==> src/hw/rtl/pid_position_incremental_macros.svh <==
// ----------------------------------------------------------------------------
// pid_position_incremental_macros
// assertion helpers used by the pid regulator top level
// ----------------------------------------------------------------------------
`ifndef PID_POSITION_INCREMENTAL_MACROS_SVH
`define PID_POSITION_INCREMENTAL_MACROS_SVH

// condition holds in the same cycle as the trigger
`define PIDPI_ASSERT_SAME(label, clk, rst_n, trig, cond, msg) \
    label: assert property (@(posedge clk) disable iff (!rst_n) (trig) |-> (cond)) \
        else $error(msg);

// condition holds in the cycle after the trigger
`define PIDPI_ASSERT_NEXT(label, clk, rst_n, trig, cond, msg) \
    label: assert property (@(posedge clk) disable iff (!rst_n) (trig) |=> (cond)) \
        else $error(msg);

`endif

==> src/hw/rtl/pidpi_pkg.sv <==
// ----------------------------------------------------------------------------
// pidpi_pkg
// types, register indexes and saturation helpers for the pid regulator
// ----------------------------------------------------------------------------
package pidpi_pkg;

    localparam int GAIN_W   = 16;
    localparam int DATA_W   = 16;
    localparam int ERR_W    = 17;
    localparam int SUM_W    = 24;
    localparam int DLIM_W   = 15;
    localparam int SLIM_W   = 23;
    localparam int ADDR_W   = 3;
    localparam int WDATA_W  = 23;
    localparam int ACC_W    = 42;
    localparam int Q_SHIFT  = 8;
    localparam int SHR_W    = ACC_W - Q_SHIFT;
    localparam int HSUM_W   = SHR_W + 1;

    // register indexes on the configuration port
    localparam logic [ADDR_W-1:0] REG_GAIN_P      = 3'd0;
    localparam logic [ADDR_W-1:0] REG_GAIN_I      = 3'd1;
    localparam logic [ADDR_W-1:0] REG_GAIN_D      = 3'd2;
    localparam logic [ADDR_W-1:0] REG_SETPOINT    = 3'd3;
    localparam logic [ADDR_W-1:0] REG_LOOP_MODE   = 3'd4;
    localparam logic [ADDR_W-1:0] REG_DRIVE_LIMIT = 3'd5;
    localparam logic [ADDR_W-1:0] REG_SUM_LIMIT   = 3'd6;

    localparam logic MODE_POSITIONAL  = 1'b0;
    localparam logic MODE_INCREMENTAL = 1'b1;

    localparam logic CMD_MEASUREMENT = 1'b0;
    localparam logic CMD_ERROR       = 1'b1;

    typedef struct packed {
        logic [GAIN_W-1:0] gain_p;
        logic [GAIN_W-1:0] gain_i;
        logic [GAIN_W-1:0] gain_d;
        logic [DATA_W-1:0] setpoint;
        logic              loop_mode;
        logic [DLIM_W-1:0] drive_limit;
        logic [SLIM_W-1:0] sum_limit;
    } cfg_t;

    // symmetric clamp of the wide drive value to +-lim
    function automatic logic signed [DATA_W-1:0] sat_drive(
        input logic signed [HSUM_W-1:0] x,
        input logic        [DLIM_W-1:0] lim
    );
        logic signed [HSUM_W-1:0] lim_s;
        logic signed [DATA_W-1:0] lim_d;
        logic signed [DATA_W-1:0] res;
        lim_s = $signed({{(HSUM_W-DLIM_W){1'b0}}, lim});
        lim_d = $signed({1'b0, lim});
        if (x > lim_s)
            res = lim_d;
        else if (x < -lim_s)
            res = -lim_d;
        else
            res = x[DATA_W-1:0];
        return res;
    endfunction

    // symmetric clamp of the integral to +-lim
    function automatic logic signed [SUM_W-1:0] sat_sum(
        input logic signed [SUM_W:0]   x,
        input logic        [SLIM_W-1:0] lim
    );
        logic signed [SUM_W:0]   lim_s;
        logic signed [SUM_W-1:0] lim_n;
        logic signed [SUM_W-1:0] res;
        lim_s = $signed({2'b00, lim});
        lim_n = $signed({1'b0, lim});
        if (x > lim_s)
            res = lim_n;
        else if (x < -lim_s)
            res = -lim_n;
        else
            res = x[SUM_W-1:0];
        return res;
    endfunction

endpackage

==> src/hw/rtl/pidpi_cfg_regs.sv <==
// ----------------------------------------------------------------------------
// pidpi_cfg_regs
// configuration register file, written by index, no read-back
// ----------------------------------------------------------------------------
module pidpi_cfg_regs
    import pidpi_pkg::*;
(
    input  logic               clk,
    input  logic               rst_n,
    input  logic               cfg_we,
    input  logic [ADDR_W-1:0]  cfg_addr,
    input  logic [WDATA_W-1:0] cfg_wdata,
    output cfg_t               cfg
);

    cfg_t cfg_reg;

    always_ff @(posedge clk or negedge rst_n)
    begin
        if (!rst_n)
        begin
            cfg_reg.gain_p      <= GAIN_W'(256);
            cfg_reg.gain_i      <= '0;
            cfg_reg.gain_d      <= '0;
            cfg_reg.setpoint    <= '0;
            cfg_reg.loop_mode   <= MODE_POSITIONAL;
            cfg_reg.drive_limit <= '1;
            cfg_reg.sum_limit   <= '1;
        end
        else if (cfg_we)
        begin
            unique case (cfg_addr)
                REG_GAIN_P:      cfg_reg.gain_p      <= cfg_wdata[GAIN_W-1:0];
                REG_GAIN_I:      cfg_reg.gain_i      <= cfg_wdata[GAIN_W-1:0];
                REG_GAIN_D:      cfg_reg.gain_d      <= cfg_wdata[GAIN_W-1:0];
                REG_SETPOINT:    cfg_reg.setpoint    <= cfg_wdata[DATA_W-1:0];
                REG_LOOP_MODE:   cfg_reg.loop_mode   <= cfg_wdata[0];
                REG_DRIVE_LIMIT: cfg_reg.drive_limit <= cfg_wdata[DLIM_W-1:0];
                REG_SUM_LIMIT:   cfg_reg.sum_limit   <= cfg_wdata[SLIM_W-1:0];
                default:         ; // unused index, write dropped
            endcase
        end
    end

    assign cfg = cfg_reg;

endmodule

==> config.mk <==
export PLATFORM = sky130hd
export DESIGN_NAME = pidpi_cfg_regs
export DESIGN_NICKNAME = d
export VERILOG_FILES = /design/src/hw/rtl/pid_position_incremental_macros.svh /design/src/hw/rtl/pidpi_pkg.sv /design/src/hw/rtl/pidpi_cfg_regs.sv
export SDC_FILE = /design/constraint.sdc
export NUM_CORES = 1
export LEC_CHECK = 0
export BUFFER_PORTS_ARGS = -buffer_cell sky130_fd_sc_hd__buf_2
export CAP_MARGIN = 40
export CORE_ASPECT_RATIO = 1.5
export CORE_MARGIN = 1.5
export CORE_UTILIZATION = 35
export CTS_CLUSTER_DIAMETER = 120
export DETAILED_ROUTE_END_ITERATION = 10
export PLACE_DENSITY = 0.56
export SLEW_MARGIN = 10
export SYNTH_ARGS = -nofsm -noshare
export SYNTH_HDL_FRONTEND = slang
export SYNTH_SLANG_ARGS = --single-unit
==> constraint.sdc <==
create_clock -name clk -period 1.3 [get_ports clk]
set_input_delay 0.065 -clock clk [delete_from_list [all_inputs] [get_ports clk]]
set_output_delay 0.065 -clock clk [all_outputs]
set_load 0.03 [all_outputs]
==> reports/results.txt <==
Status -> finished, final reports clean
Synth cell count leaders -> mux2_2 (103), dfrtp_1 (64), dfstp_2 (39)
Num rows -> 47
Leak Pwr -> 2.42 nW
# Max-Cap Violations -> 0
Sink Count -> 103
Grt ovf -> 0
Inserted Diodes -> 0
Top FF cell, synth -> dfrtp_1
CTS root buffer -> clkbuf_16
Register area share after synthesis -> 66.0%
Vias per cell -> 4.56
Ys async rst share -> 100%
Io pins -> 132
Overall routed net length -> 8730 um
Via count -> 2396
Slowest stage delay, CP -> 0.53 ns
Avg Synthesized Cell Area -> 17.9 um2
Crit path max-delay cell type -> dfstp_2
Pre-CTS setup slack -> 0.0470 ns
Max clock buf depth -> 2
Cell family with most CP delay -> flip-flops
CTS Buf Count -> 9
Number of flops mapped to enable cells by yosys -> 0
Critical path type -> reg2out
Relative slew margins -> 61.2%
Cell count after synthesis -> 223
Core box area -> 0.0111 mm2
Post-CTS Resized -> 0
Crit path buffers/inverters -> 1
Synth Warn # -> 0
Setup violators final -> 0
Largest net degree at the start of global routing -> 104
Period utilization -> 87.1%
Setup ws final -> 0.168 ns
Worst-path maximum fanout -> 2
Critical path required time -> 1.24 ns
Yosys top cell area share -> 40.2%
PD cells -> 1920 mW/mm2
Clk slew on worst S/H paths -> 0.06 ns
Tot GR Track Use -> 15.1%
Final Hold Vio Count -> 0
Drt initial violations -> 33
Post-CTS Hold Buffers -> 8
Fillers -> 1058
Largest cells by area after synthesis -> dfrtp_1 (40%), mux2_2 (29%), dfstp_2 (26%), buf_6 (1.1%), and4bb_2 (0.94%)
Most frequent cell after synthesis -> mux2_2
First-pass GRT wire length -> 13700 um
GP Congestion -> 0.662
Setup TNS -> 0 ns
Synth Register Bits -> 103
Die X -> 90.1 um
Number of flip-flops in the largest register -> 103
Layout cells sized above 1 -> 79.4%
DIE AREA -> 0.0120 mm2
Number of iterations in the first detailed-routing pass -> 4
Post-DRT Antenna Nets -> 0
Synth cell types -> 10
Depth of the CTS H-tree -> 3
Synth Cell Area -> 0.00398 mm2
Number of global-route vias before repair -> 2442
Die Ht -> 134 um
Actual slew at the worst max-slew pin -> 0.582 ns
Mapped Nets -> 252
Worst min path class -> in2reg
Worst-Skew Late Latency -> 0.34 ns
Worst setup EP type -> output pin
Nets@finish -> 402
Post-CTS Repair Setup Buffers -> 0
Peak supply drop -> 0.869 mV
Final Max Slew Viols -> 0
Area Overhead vs Synth -> 31.1%
Design Power -> 10.0 mW
CTS tree -> built
Minimum clock period -> 1.13 ns
Starting Density -> 36.0%
Arrival @ worst endpoint -> 1.07 ns
Clk_skew -> 0 ns
Max frequency -> 0.883 GHz
RSZ-0062 raised after global routing -> false
DR WL/cell -> 16.6 um
IO Port Bufs -> 131
DRC viols -> 0
HPWL after DPL -> 5960 um
Critical-path cell list -> buf_2
Initial antenna violation count -> 0
Cell taking the most area after synthesis -> dfrtp_1
Startpoint Class -> flip-flop
==> layer usage <==
layer  share of wire (%)  track usage, %  vias to the layer above  wire length (um)
met5                   0               0                        -                 0
met4                 2.5            8.20                        0               216
met3                 3.6            2.28                       11               314
met2                  53            26.0                       70              4590
met1                  41            18.0                     1218              3610
li1                    -               -                     1097                 -
==> power by group <==
| part | switching (mW) | total [mW] | leakage, nW | internal (mW) |
|---|---|---|---|---|
| Clock | 1.07 | 2.42 | 0.128 | 1.35 |
| Sequential | 0.323 | 4.43 | 1.18 | 4.10 |
| Combinational | 2.10 | 3.19 | 1.11 | 1.09 |
==> cells in the final DEF, fill, tap and decap left out <==
master	count
and4bb_2	3
buf_12	6
buf_2	130
buf_4	5
clkbuf_1	5
clkbuf_16	9
clkbuf_8	1
clkinv_2	1
dfrtp_1	64
dfstp_2	39
dlygate4sd3_1	8
mux2_2	103
nand4b_1	1
nand4b_2	2
nor4b_4	1
==> per-stage QoR <==
step / hold slack, ns / utilization, % / instances / area (um2)
after CTS: 0.0200 / 47.2 / 525 / 5220
after global routing: 0.0372 / 47.2 / 525 / 5220
after floorplan: -0.231 / - / 223 / 3980
after global placement: 0.171 / 44.1 / 501 / 4880
after detailed placement: 0.179 / 44.1 / 501 / 4880
final: 0.0319 / 47.2 / 525 / 5220
==> logic make-up after synthesis <==
| group | count (synthesis) | synth area share (%) |
|---|---|---|
| DFF | 103 | 66.0 |
| buffers and inverters | 10 | 2.39 |
| and+or+nand+nor | 7 | 2.51 |
| muxes | 103 | 29.1 |
==> worst paths after layout <==
check                           cells after the start             endpoint                start  slack [ns]
max in group asynchronous                           3  cfg[39]$_DFFE_PN0P_                rst_n        0.53
worst max-delay path                                1              cfg[37]  cfg[37]$_DFFE_PN1P_        0.17
worst min-delay path                                2  cfg[44]$_DFFE_PN0P_         cfg_wdata[5]        0.03
worst min register to register                      1  cfg[39]$_DFFE_PN0P_  cfg[39]$_DFFE_PN0P_        0.50
worst max register to register                      1  cfg[70]$_DFFE_PN0P_  cfg[70]$_DFFE_PN0P_        0.52
min in group asynchronous                           3  cfg[46]$_DFFE_PN0P_                rst_n        0.29
==> area by class of cell <==
class                   count  area [um2]  area share, %
flip-flops and latches    103        2630           50.3
multi-input cells         110        1260           24.1
repair buffers            149         888           17.0
clock buffers              15         258           4.94
well taps                 147         184           3.52
clock inverters             1        5.00         0.0959
(Power assumes the default switching activity.)
